**src/rtl/core/gmf_pkg.sv**
```systemverilog
// ----------------------------------------------------------------------------
// gmf_pkg
// shared types, widths and codes for the gap midpoint filler
// ----------------------------------------------------------------------------
package gmf_pkg;

    // point store geometry
    localparam int MAX_POINTS = 32;
    localparam int ADDR_W     = $clog2(MAX_POINTS);
    localparam int CNT_W      = $clog2(MAX_POINTS + 1);

    // field widths
    localparam int COORD_W    = 12;
    localparam int DIST_W     = 13;
    localparam int EXP_W      = 7;
    localparam int GAP_W      = 13;
    localparam int ADDED_W    = 7;

    // square root datapath widths
    localparam int SQ_W       = 2 * COORD_W;
    localparam int RAD_W      = SQ_W + 1;
    localparam int ROOT_W     = RAD_W + 1;
    localparam int BIT_W      = RAD_W;

    // configuration port
    localparam int CFG_IDX_W  = 2;
    localparam int CFG_DATA_W = 13;

    typedef enum logic [CFG_IDX_W-1:0] {
        REG_EXPECTED  = 2'd0,
        REG_TOLERANCE = 2'd1,
        REG_MAX_GAP   = 2'd2
    } cfg_reg_t;

    localparam logic [GAP_W-1:0] MAX_GAP_RESET = {GAP_W{1'b1}};

    typedef struct packed {
        logic [COORD_W-1:0] y;
        logic [COORD_W-1:0] x;
    } point_t;

    // request to the distance unit
    typedef struct packed {
        logic   start;
        point_t a;
        point_t b;
    } dist_req_t;

    // answer from the distance unit
    typedef struct packed {
        logic              done;
        logic [DIST_W-1:0] gap_len;
    } dist_rsp_t;

    typedef enum logic [1:0] {
        D_IDLE,
        D_SQX,
        D_SQY,
        D_ROOT
    } dist_state_t;

    typedef enum logic [2:0] {
        S_LOAD,
        S_READ,
        S_START,
        S_WAIT,
        S_CHECK,
        S_EMIT,
        S_TERM
    } seq_state_t;

endpackage

```
**src/rtl/core/gmf_dist_unit.sv**
```systemverilog
// ----------------------------------------------------------------------------
// gmf_dist_unit
// floor of euclidean distance between two points, one shared multiplier
// and a two-bits-per-cycle integer square root
// ----------------------------------------------------------------------------
module gmf_dist_unit import gmf_pkg::*;
(
    input  logic      clk,
    input  logic      rst_n,
    input  dist_req_t req,
    output dist_rsp_t rsp
);

    dist_state_t        state_reg,  state_next;
    logic [COORD_W-1:0] dx_reg,     dx_next;
    logic [COORD_W-1:0] dy_reg,     dy_next;
    logic [SQ_W-1:0]    sq_reg,     sq_next;
    logic [RAD_W-1:0]   rad_reg,    rad_next;
    logic [ROOT_W-1:0]  root_reg,   root_next;
    logic [BIT_W-1:0]   bit_reg,    bit_next;
    logic               done_reg,   done_next;

    logic [COORD_W-1:0] mul_in;
    logic [SQ_W-1:0]    mul_out;
    logic [ROOT_W-1:0]  trial;

    // single shared squarer
    assign mul_in  = (state_reg == D_SQX) ? dx_reg : dy_reg;
    assign mul_out = mul_in * mul_in;
    assign trial   = root_reg + ROOT_W'(bit_reg);

    always_ff @(posedge clk or negedge rst_n)
    begin
        if (!rst_n)
        begin
            state_reg <= D_IDLE;
            done_reg  <= 1'b0;
        end
        else
        begin
            state_reg <= state_next;
            done_reg  <= done_next;
        end
    end

    always_ff @(posedge clk)
    begin
        dx_reg   <= dx_next;
        dy_reg   <= dy_next;
        sq_reg   <= sq_next;
        rad_reg  <= rad_next;
        root_reg <= root_next;
        bit_reg  <= bit_next;
    end

    always_comb
    begin
        state_next = state_reg;
        dx_next    = dx_reg;
        dy_next    = dy_reg;
        sq_next    = sq_reg;
        rad_next   = rad_reg;
        root_next  = root_reg;
        bit_next   = bit_reg;
        done_next  = 1'b0;
        case (state_reg)
            D_IDLE:
            begin
                if (req.start)
                begin
                    dx_next = (req.a.x > req.b.x) ? req.a.x - req.b.x : req.b.x - req.a.x;
                    dy_next = (req.a.y > req.b.y) ? req.a.y - req.b.y : req.b.y - req.a.y;
                    state_next = D_SQX;
                end
            end
            D_SQX:
            begin
                sq_next    = mul_out;
                state_next = D_SQY;
            end
            D_SQY:
            begin
                rad_next   = RAD_W'(sq_reg) + RAD_W'(mul_out);
                root_next  = '0;
                bit_next   = BIT_W'(1) << (BIT_W - 1);
                state_next = D_ROOT;
            end
            D_ROOT:
            begin
                // one digit of the root per cycle
                if (ROOT_W'(rad_reg) >= trial)
                begin
                    rad_next  = rad_reg - RAD_W'(trial);
                    root_next = (root_reg >> 1) + ROOT_W'(bit_reg);
                end
                else
                begin
                    root_next = root_reg >> 1;
                end
                bit_next = bit_reg >> 2;
                if (bit_reg[0])
                begin
                    done_next  = 1'b1;
                    state_next = D_IDLE;
                end
            end
            default:
            begin
                state_next = D_IDLE;
            end
        endcase
    end

    assign rsp.done    = done_reg;
    assign rsp.gap_len = root_reg[DIST_W-1:0];

endmodule

```
**config.mk**
```make
export PLATFORM = sky130hd
export DESIGN_NAME = gmf_dist_unit
export DESIGN_NICKNAME = d
export VERILOG_FILES = /design/src/rtl/core/gmf_pkg.sv /design/src/rtl/core/gmf_dist_unit.sv
export SDC_FILE = /design/constraint.sdc
export NUM_CORES = 1
export LEC_CHECK = 0
export ABC_CLOCK_PERIOD_IN_PS = 10100
export BUFFER_PORTS_ARGS = -buffer_cell sky130_fd_sc_hd__clkbuf_2
export CORE_MARGIN = 8
export CORE_UTILIZATION = 49
export CTS_CLUSTER_SIZE = 40
export DETAILED_ROUTE_END_ITERATION = 8
export PLACE_DENSITY = 0.67
export SYNTH_ARGS = -nofsm -noshare
export SYNTH_HDL_FRONTEND = slang
export SYNTH_SLANG_ARGS = --single-unit
export TNS_END_PERCENT = 5
```
**constraint.sdc**
```tcl
create_clock -name clk -period 10.1 [get_ports clk]
set_input_delay 2.02 -clock clk [delete_from_list [all_inputs] [get_ports clk]]
set_output_delay 2.02 -clock clk [all_outputs]
set_load 0.05 [all_outputs]
```
==> results.md, run 1 <==
- DRT antenna net count: 0
- Critical path class: flop to flop
- Post-CTS Resized: 0
- Post-route DRC: 0
- Final instance area: ~15,000 um2
- Clock Root Buffer: clkbuf_16
- Req. time, crit path: between 10,000 and 15,000 ps
- DIE AREA: approximately 34,000 um2
- Area Growth Syn to Fin: 8.89%
- Placeable Area: between 20,000 and 30,000 um2
- Setup Buffers After CTS: 0
- Yosys Warn Count: 0
- WL/cell: around 15 um
- DR vias: just over 10,000
- Slew @ Worst Pin: 973 ps
- Top-Level Pins: 65
- Adder-cell share of the synthesized area: 0.294
- Fin worst setup slack: approximately 1700 ps
- Final Wtd Congestion: approximately 0.86
- Worst EP arrival: ~8600 ps
- Global route overflow: 0
- Hold_buf cts: 0
- Clk_lat worst skew: 430 ps
- Synthesized area: ~14,000 um2
- Cell row count: 61
- Initial core utilization: 0.495
- Vias in the first global route: between 10,000 and 15,000
- Pre-CTS WS: 1690 ps
- MaxCap Viol Count: 0
- XOR/XNOR share of the synthesized area: 0.0769
- Die Width: approximately 180 um
- Hold Fails Final Rpt: 0
- Max Slew Vio Count: 0
- Placed Area: roughly 14,000 um2
- Cell variety after synth: a little over 60
- Outcome: complete, no violations
- Setup Total Neg Slack: 0 ps
- Post-DP HPWL: between 20,000 and 25,000 um
- Mux contribution to synthesized area: 0.0336
- RSZ-0062 raised after global routing: false
- Final Net Count: between 1,500 and 2,000
- Mean post-synth cell area: a little over 9 um2
- Async SR Flop Fraction: 0.0263
- Wire length on met2: between 10,000 and 15,000 um
- Worst hold path class: flop to flop
- Main combinational cell family by area after synthesis: adder cells
- Period utilization: 0.835
- Post-synth EDFFs: ~110
- DR iter-0 viols: 577
- Routed metal-1 wirelength: roughly 13,000 um
- Clock Pin Slew Worst Setup and Hold Paths: 60 ps
- Minimum clock period: approximately 8400 ps
- Clock H-tree levels: 4
- Max-Slew Margin vs Limit: 0.333
- Total track usage: 0.177
- CP max stage cell: mux2i_1
- Worst Setup End Kind: flop
- CP max FO: 16
- Compound-Gate Fraction of Synth Area: 0.150
- Dominant cell type by area after synthesis: edfxtp_1
- I/O Buffers: 64
- Highest routed layer: met4
- Post-synthesis register bit count: approximately 110
- Post-synthesis sequential area ratio: 0.249
- Initial antenna violation count: 0
- Skew final: ~13 ps
- First-pass GRT wire length: approximately 49,000 um
- Met3 routed WL: around 800 um
- Most area-consuming cells after synthesis: edfxtp_1, ha_1, fa_1
- Predominant post-synthesis flop cell: edfxtp_1
- # setup viols final: 0
- Total wire length: between 20,000 and 30,000 um
- Filler cells: between 2,000 and 3,000
- CP max stage delay: roughly 640 ps
- Post-synth top area share: 0.244
- Simple-gate share of the synthesized area: 0.121
- Share of cells above drive strength 1: 0.0891
- CTS tree: yes
- Fmax: between 100 and 150 MHz
- Die Span Y: 183 um
- Max FFs per register: 26
- CTS Buf Count: 17
- Crit-path most repeated cell: inv_1
- Largest net degree at the start of global routing: 73
- Clock sinks: between 100 and 150
- Synthesized net count: 1,799
- Via/cell ratio: about 5.4
- DRT Pass-1 Iters: 5
- Synth Instances: between 1,000 and 1,500
- CP Launch Type: flop
- Ant diodes: 0
- Longest Clk Path Bufs: 2
cell type report:
type	instances	area, um2	area share
clock buffer	17	425	0.0286
clock inverter	15	159	0.0107
inverter	216	811	0.0545
multi-input combinational	1106	9250	0.621
sequential	114	3410	0.229
tap	378	473	0.0318
timing repair buffer	70	365	0.0245
metrics by stage:
step	utilization	instances	hold slack (ps)
after floorplan	-	1479	516
after global placement	0.518	1884	549
after detailed placement	0.518	1884	572
after CTS	0.539	1916	587
after global routing	0.539	1916	602
final	0.539	1916	577
cells by family (layout without fill, tap and decap cells):
logic type | count (synthesis) | in the layout
xor gates and xnor gates | 120 | 120
adders and majority gates | 269 | 269
and+or+nand+nor | 353 | 353
AOI/OAI and AO/OA | 320 | 320
buffers and inverters | 259 | 318
DFF | 114 | 114
muxes | 44 | 44
cells in the mapped netlist (3+ instances only):
cell type and instances:
nor3_1 20, clkinv_1 5, o22ai_1 3, nor2_1 101
nand2_1 97, a211oi_1 5, mux2_2 15, nand4_1 6
xor2_1 59, a21o_1 31, edfxtp_1 111, o211ai_1 9
o2111ai_1 3, clkbuf_1 18, o31ai_1 20, buf_1 6
o21ai_0 63, a31oi_1 24, and2_1 21, nor4_1 4
mux2i_1 29, a31o_2 3, buf_4 14, inv_1 210
or3_1 12, xnor2_1 61, nor2b_1 22, and3_1 5
nand3_1 36, a211oi_2 3, a21boi_0 5, or2_2 6
dfrtp_1 3, o31a_1 3, o21bai_1 20, a21oi_1 90
nand2b_1 17, o21a_1 12, or4_1 3, ha_1 182
a221oi_1 4, fa_1 87, buf_2 5
metal layers:
metal	track usage	up-vias
li1	-	5189
met1	0.211	4875
met2	0.326	168
met3	0.0239	42
met4	0.0550	0
met5	0	-
layout by cell type, fill, tap and decap left out, types with 6 or more instances in the layout:
cell type,n
a21o_1,31
a21oi_1,90
a31oi_1,24
and2_1,21
buf_4,6
clkbuf_16,17
clkbuf_2,64
edfxtp_1,111
fa_1,87
ha_1,180
inv_1,210
mux2_2,15
mux2i_1,29
nand2_1,97
nand2b_1,17
nand3_1,36
nand4_1,6
nor2_1,101
nor2b_1,22
nor3_1,20
o211ai_1,9
o21a_1,12
o21ai_0,62
o21bai_1,20
o31ai_1,20
or2_2,6
or3_1,12
xnor2_1,61
xor2_1,59
worst max-delay path, delay by kind of cell, from the launching register on:
family | cells | cell delay, ps
xor gates and xnor gates | 2 | 320
AOI/OAI and AO/OA | 10 | 1880
buffers and inverters | 7 | 700
DFF | 1 | 400
and+or+nand+nor | 2 | 490
muxes | 2 | 720
adders and majority gates | 8 | 3590
final timing paths:
kind	from	to	slack, ps	depth (start not counted)
min	state_reg[1]$_DFFE_PN0P_	state_reg[1]$_DFFE_PN0P_	580	1
min in group asynchronous	rst_n	done_reg$_DFF_PN0_	1400	1
max reg2reg	state_reg[1]$_DFFE_PN0P_	rad_reg[23]$_DFFE_PP_	1670	31
max in group asynchronous	rst_n	state_reg[1]$_DFFE_PN0P_	8550	1
max	state_reg[1]$_DFFE_PN0P_	rad_reg[23]$_DFFE_PP_	1670	31
min reg2reg	state_reg[1]$_DFFE_PN0P_	state_reg[1]$_DFFE_PN0P_	580	1
Power of run 1 is left out: the tool's default activity adds up to more than one toggle a clock period on the data nets, which glitch-free logic cannot reach.
==> run 2: changes to the inputs <==
Settings changed: ABC_CLOCK_PERIOD_IN_PS 10100 to 7500, PLACE_DENSITY 0.67 to 0.69.
Clock period 10.1 ns to 7.5 ns, I/O delays scaled along.
==> results.md, run 2 (synthesis gave the netlist of run 1 again) <==
- Die Width: 183 um (unchanged)
- Cell row count: 61 (unchanged)
- Clock Root Buffer: clkbuf_16
- CP max stage delay: 550 ps (-90 ps)
- Skew final: 18.8 ps (+5.78 ps)
- CTS Buf Count: 17 (unchanged)
- Clock H-tree levels: 4 (unchanged)
- Total track usage: 0.175 (-0.00235)
- Outcome: complete, no violations
- Initial core utilization: 0.495 (unchanged)
- Initial antenna violation count: 0 (unchanged)
- Total placed cells including tap cells: 1,902 (+0.96%)
- Max FFs per register: 26 (unchanged)
- Global route overflow: 0 (unchanged)
- Fmax: 139 MHz (+17%)
- MaxCap Viol Count: 0 (unchanged)
- Post-route DRC: 0 (unchanged)
- Filler cells: 2,411 (-4.2%)
- Critical path class: flop to flop
- Crit-path most repeated cell: inv_1
- Via/cell ratio: 5.38 (+0.24%)
- Clock sinks: 114 (unchanged)
- WL/cell: 15.0 um (+0.88%)
- Top-Level Pins: 65 (unchanged)
- Final Non-Filler Cells: 1,952 (+1.9%)
- Worst Setup End Kind: flop
- Minimum clock period: 7220 ps (-1210 ps)
- Hold_buf cts: 0 (unchanged)
- Register area: 3410 um2 (unchanged)
- Worst EP arrival: 7340 ps (-1230 ps)
- Area Growth Syn to Fin: 13.3%
- Commonest cells after routing, fill and taps aside: inv_1, ha_1, edfxtp_1, nor2_1, nand2_1
- Commonest non-fill, non-tap cell in the layout: inv_1
- Clk_lat worst skew: 420 ps (about the same)
- CP max FO: 7 (-9)
- Longest Clk Path Bufs: 2 (unchanged)
- Clock Pin Slew Worst Setup and Hold Paths: 70 ps (about the same)
- CP Buf/Inv Count: 8 (+1)
- Footprint of the multi-input gates: 9550 um2 (+3.3%)
- Final Wtd Congestion: 0.876 (+2.2%)
- Post-DP HPWL: 22,600 um (about the same)
- Die Span Y: 183 um (unchanged)
- I/O Buffers: 64 (unchanged)
- Max Slew Vio Count: 0 (unchanged)
- # setup viols final: 0 (unchanged)
- CTS tree: yes
- DR iter-0 viols: 469 (-19%)
- Ant diodes: 0 (unchanged)
- DR vias: 10,500 (+2.1%)
- Largest net degree at the start of global routing: 73 (unchanged)
- DRT Pass-1 Iters: 5 (unchanged)
- Max-Slew Margin vs Limit: 0.311 (-0.0221)
- DIE AREA: 33,500 um2 (unchanged)
- Slew @ Worst Pin: 1030 ps (+61.0 ps)
- Share of cells above drive strength 1: 0.148 (+0.0590)
- DRT antenna net count: 0 (unchanged)
- Total wire length: 29,200 um (+2.8%)
- CP Launch Type: flop
- Period utilization: 0.962 (+0.128)
- Placeable Area: 27,600 um2 (unchanged)
- Post-Route Utilization: 0.561 (+0.0216)
- Vias in the first global route: 10,700 (-0.31%)
- Req. time, crit path: 7620 ps (-2620 ps)
- Hold Fails Final Rpt: 0 (unchanged)
- CP max stage cell: fa_2
- Final Net Count: 1,881 (+2.0%)
- Cell family with most CP delay: adder cells
- Worst hold path class: flop to flop
- First-pass GRT wire length: 48,900 um (-0.92%)
run 2: changes by cell type in the layout (fill, tap and decap cells not counted), sizes merged:
cell,previous run,this run
clkinv,13,7
inv,213,217
clkinvlp,3,5
buf,6,42
bufinv,2,1
clkbuf,81,82
run 2: final cells by class:
type | instances | share of cell area
clock buffers | 18 | 0.0277
flip-flops and latches | 114 | 0.220
well taps | 378 | 0.0305
repair buffers | 106 | 0.0435
multi-input cells | 1106 | 0.617
clock inverters | 14 | 0.00840
inverters | 216 | 0.0532
run 2: per-stage QoR:
stage | hold WS (ps) | setup slack (ps) | instance area [um2] | setup TNS [ps]
2_1_floorplan | 516 | 31.8 | 13800 | 0
3_3_place_gp | 570 | 77.5 | 14500 | 0
3_5_place_dp | 583 | -74.2 | 14500 | -107
4_1_cts | 599 | 1.37 | 15100 | 0
5_1_grt | 623 | -72.0 | 15500 | -81.0
6_report | 600 | 283 | 15500 | 0
run 2: routing by layer:
metal  vias to the layer above  track usage  wire (um)
met5                         -            0          0
met2                       203        0.323      14900
li1                       5263            -          -
met1                      4983        0.211      12900
met4                         0       0.0472        574
met3                        43       0.0204        901
run 2: repair_timing:
| action | CTS | global route |
|---|---|---|
| pin swaps | 0 | 37 |
| endpoints found under the setup margin | 3 | 8 |
| buffers inserted | 5 | 13 |
| gates resized for setup | 8 | 77 |
run 2: final timing paths:
path	endpoint	depth (start not counted)	slack [ps]	start
worst min register to register	bit_reg[4]$_SDFFCE_PN0P_	1	600	bit_reg[6]$_SDFFCE_PN0P_
worst min-delay path	bit_reg[4]$_SDFFCE_PN0P_	1	600	bit_reg[6]$_SDFFCE_PN0P_
max in group asynchronous	state_reg[0]$_DFFE_PN0P_	1	6490	rst_n
min in group asynchronous	state_reg[1]$_DFFE_PN0P_	1	870	rst_n
worst max-delay path	rad_reg[24]$_DFFE_PP_	30	280	state_reg[1]$_DFFE_PN0P_
worst max register to register	rad_reg[24]$_DFFE_PP_	30	280	state_reg[1]$_DFFE_PN0P_
Power of run 2 is left out for the same reason.
==> run 3: changes to the inputs <==
Settings changed: CTS_CLUSTER_DIAMETER from default to 200, MAX_ROUTING_LAYER from default to met4, SLEW_MARGIN from default to 40.
==> results.md, run 3 (synthesis gave the netlist of run 1 again) <==
- WL/cell: 15.1 um (+1.0%)
- Outcome: complete, no violations
- Clk_lat worst skew: 420 ps (about the same)
- Skew final: 14.3 ps (-4.58 ps)
- # setup viols final: 0 (unchanged)
- Post-route DRC: 0 (unchanged)
- DR vias: 10,600 (+0.61%)
- Max-Slew Margin vs Limit: 0.509 (+0.198)
- Worst hold path class: flop to flop
- Max Slew Vio Count: 0 (unchanged)
- Setup Total Neg Slack: 0 ps (unchanged)
- Final instance area: 15,600 um2 (+1.0%)
- Clock sinks: 114 (unchanged)
- Worst Setup End Kind: flop
- CP max stage cell: fa_1
- Die Span Y: 183 um (unchanged)
- Worst Hold Launch: state_reg[1]$_DFFE_PN0P_
- Initial core utilization: 0.495 (unchanged)
- DR iter-0 viols: 436 (-7.0%)
- Post-DP HPWL: 22,900 um (+1.2%)
- CP Launch Type: flop
- Filler cells: 2,393 (-0.75%)
- Total wire length: 29,800 um (+1.9%)
- Commonest cells after routing, fill and taps aside: inv_1, ha_1, edfxtp_1, nor2_1, nand2_1
- Worst EP arrival: 7410 ps (+70 ps)
- Reg-to-Reg Start: state_reg[1]$_DFFE_PN0P_
- Total track usage: 0.180 (+0.00551)
- Clock H-tree levels: 4 (unchanged)
- Worst hold endpoint: state_reg[1]$_DFFE_PN0P_
- Initial antenna violation count: 0 (unchanged)
- DRT antenna net count: 0 (unchanged)
- Longest Clk Path Bufs: 2 (unchanged)
- MaxCap Viol Count: 0 (unchanged)
- CP max FO: 8 (+1)
- Cell row count: 61 (unchanged)
- Reg2Reg Capture Point: rad_reg[23]$_DFFE_PP_
- Hold_buf cts: 0 (unchanged)
- I/O Buffers: 64 (unchanged)
- Share of cells above drive strength 1: 0.150 (+0.00219)
- DRT Pass-1 Iters: 5 (unchanged)
- Final Non-Filler Cells: 1,969 (+0.87%)
- Hold depth: 1 (unchanged)
- Largest net degree at the start of global routing: 73 (unchanged)
- CP Buf/Inv Count: 6 (-2)
- Fmax: 137 MHz (-0.79%)
- DIE AREA: 33,500 um2 (unchanged)
- Crit path depth: 32 (+6.7%)
- Top-Level Pins: 65 (unchanged)
- CP max stage delay: 540 ps (about the same)
- Final Wtd Congestion: 0.900 (+2.7%)
- Slew @ Worst Pin: 735 ps (-299 ps)
- Req. time, crit path: 7630 ps (about the same)
- Global route overflow: 0 (unchanged)
- Die Width: 183 um (unchanged)
- Commonest non-fill, non-tap cell in the layout: inv_1
- R2r worst-path depth: 32 (+6.7%)
- Hold Fails Final Rpt: 0 (unchanged)
- Crit-path most repeated cell: fa_1
- Via/cell ratio: 5.36 (-0.26%)
- Final Net Count: 1,898 (+0.90%)
- Area Growth Syn to Fin: 14.4%
- CTS Buf Count: 17 (unchanged)
- First-pass GRT wire length: 49,200 um (+0.61%)
- Critical path class: flop to flop
- Period utilization: 0.970 (+0.00769)
- Placed Area: 14,500 um2 (about the same)
- Max FFs per register: 26 (unchanged)
- Ant diodes: 0 (unchanged)
- Clock Pin Slew Worst Setup and Hold Paths: 60 ps (about the same)
- Cell family with most CP delay: adder cells
- CTS tree: yes
- Clock Root Buffer: clkbuf_16
- Reg2reg setup slack: 230 ps (-60 ps)
- Total placed cells including tap cells: 1,901 (-0.053%)
- Minimum clock period: 7270 ps (+57.7 ps)
- Placeable Area: 27,600 um2 (unchanged)
- Vias in the first global route: 10,600 (-0.94%)
[run 3: worst max path at each step]
stage,from,endpoint
6_report,state_reg[1]$_DFFE_PN0P_,rad_reg[23]$_DFFE_PP_
5_1_grt,state_reg[1]$_DFFE_PN0P_,rad_reg[23]$_DFFE_PP_
4_1_cts,state_reg[1]$_DFFE_PN0P_,rad_reg[23]$_DFFE_PP_
3_5_place_dp,state_reg[1]$_DFFE_PN0P_,rad_reg[23]$_DFFE_PP_
3_3_place_gp,state_reg[1]$_DFFE_PN0P_,rad_reg[23]$_DFFE_PP_
2_1_floorplan,state_reg[1]$_DFFE_PN0P_,rad_reg[23]$_DFFE_PP_
[run 3: per-stage QoR]
stage	setup slack (ps)	util	hold slack, ps
CTS	22.6	0.546	596
finish	226	0.566	586
detailed placement	-14.0	0.525	583
global placement	127	0.525	568
floorplan	31.8	-	516
global route	-98.6	0.566	623
[run 3: metal layers]
layer,part of all wire,GRT usage,up-vias
li1,-,-,5295
met1,0.44,0.214,5004
met2,0.52,0.321,208
met3,0.029,0.0202,49
met4,0.019,0.0501,0
met5,0,-,-
[run 3: repair_timing]
action	in CTS	in global routing
endpoints found under the setup margin	3	8
gates cloned	0	1
buffers inserted	2	33
pin swaps	0	29
resized for setup	1	71
[run 3: layout make-up]
class                   count  area (um2)  share of cell area
well taps                 378         473              0.0302
flip-flops and latches    114        3410               0.218
clock buffers              18         439              0.0281
inverters                 216         818              0.0523
repair buffers            123         810              0.0517
clock inverters            14         128             0.00816
multi-input cells        1106        9570               0.612
[run 3: worst register-to-register path, delay by kind of cell (launching register included)]
family	cells	cell delay [ps]
adders and majority gates	8	3060
AOI/OAI and AO/OA	10	1660
buffers and inverters	6	660
and+or+nand+nor	4	550
muxes	2	420
DFF	1	410
xor gates and xnor gates	2	230
Power of run 3 is left out for the same reason.
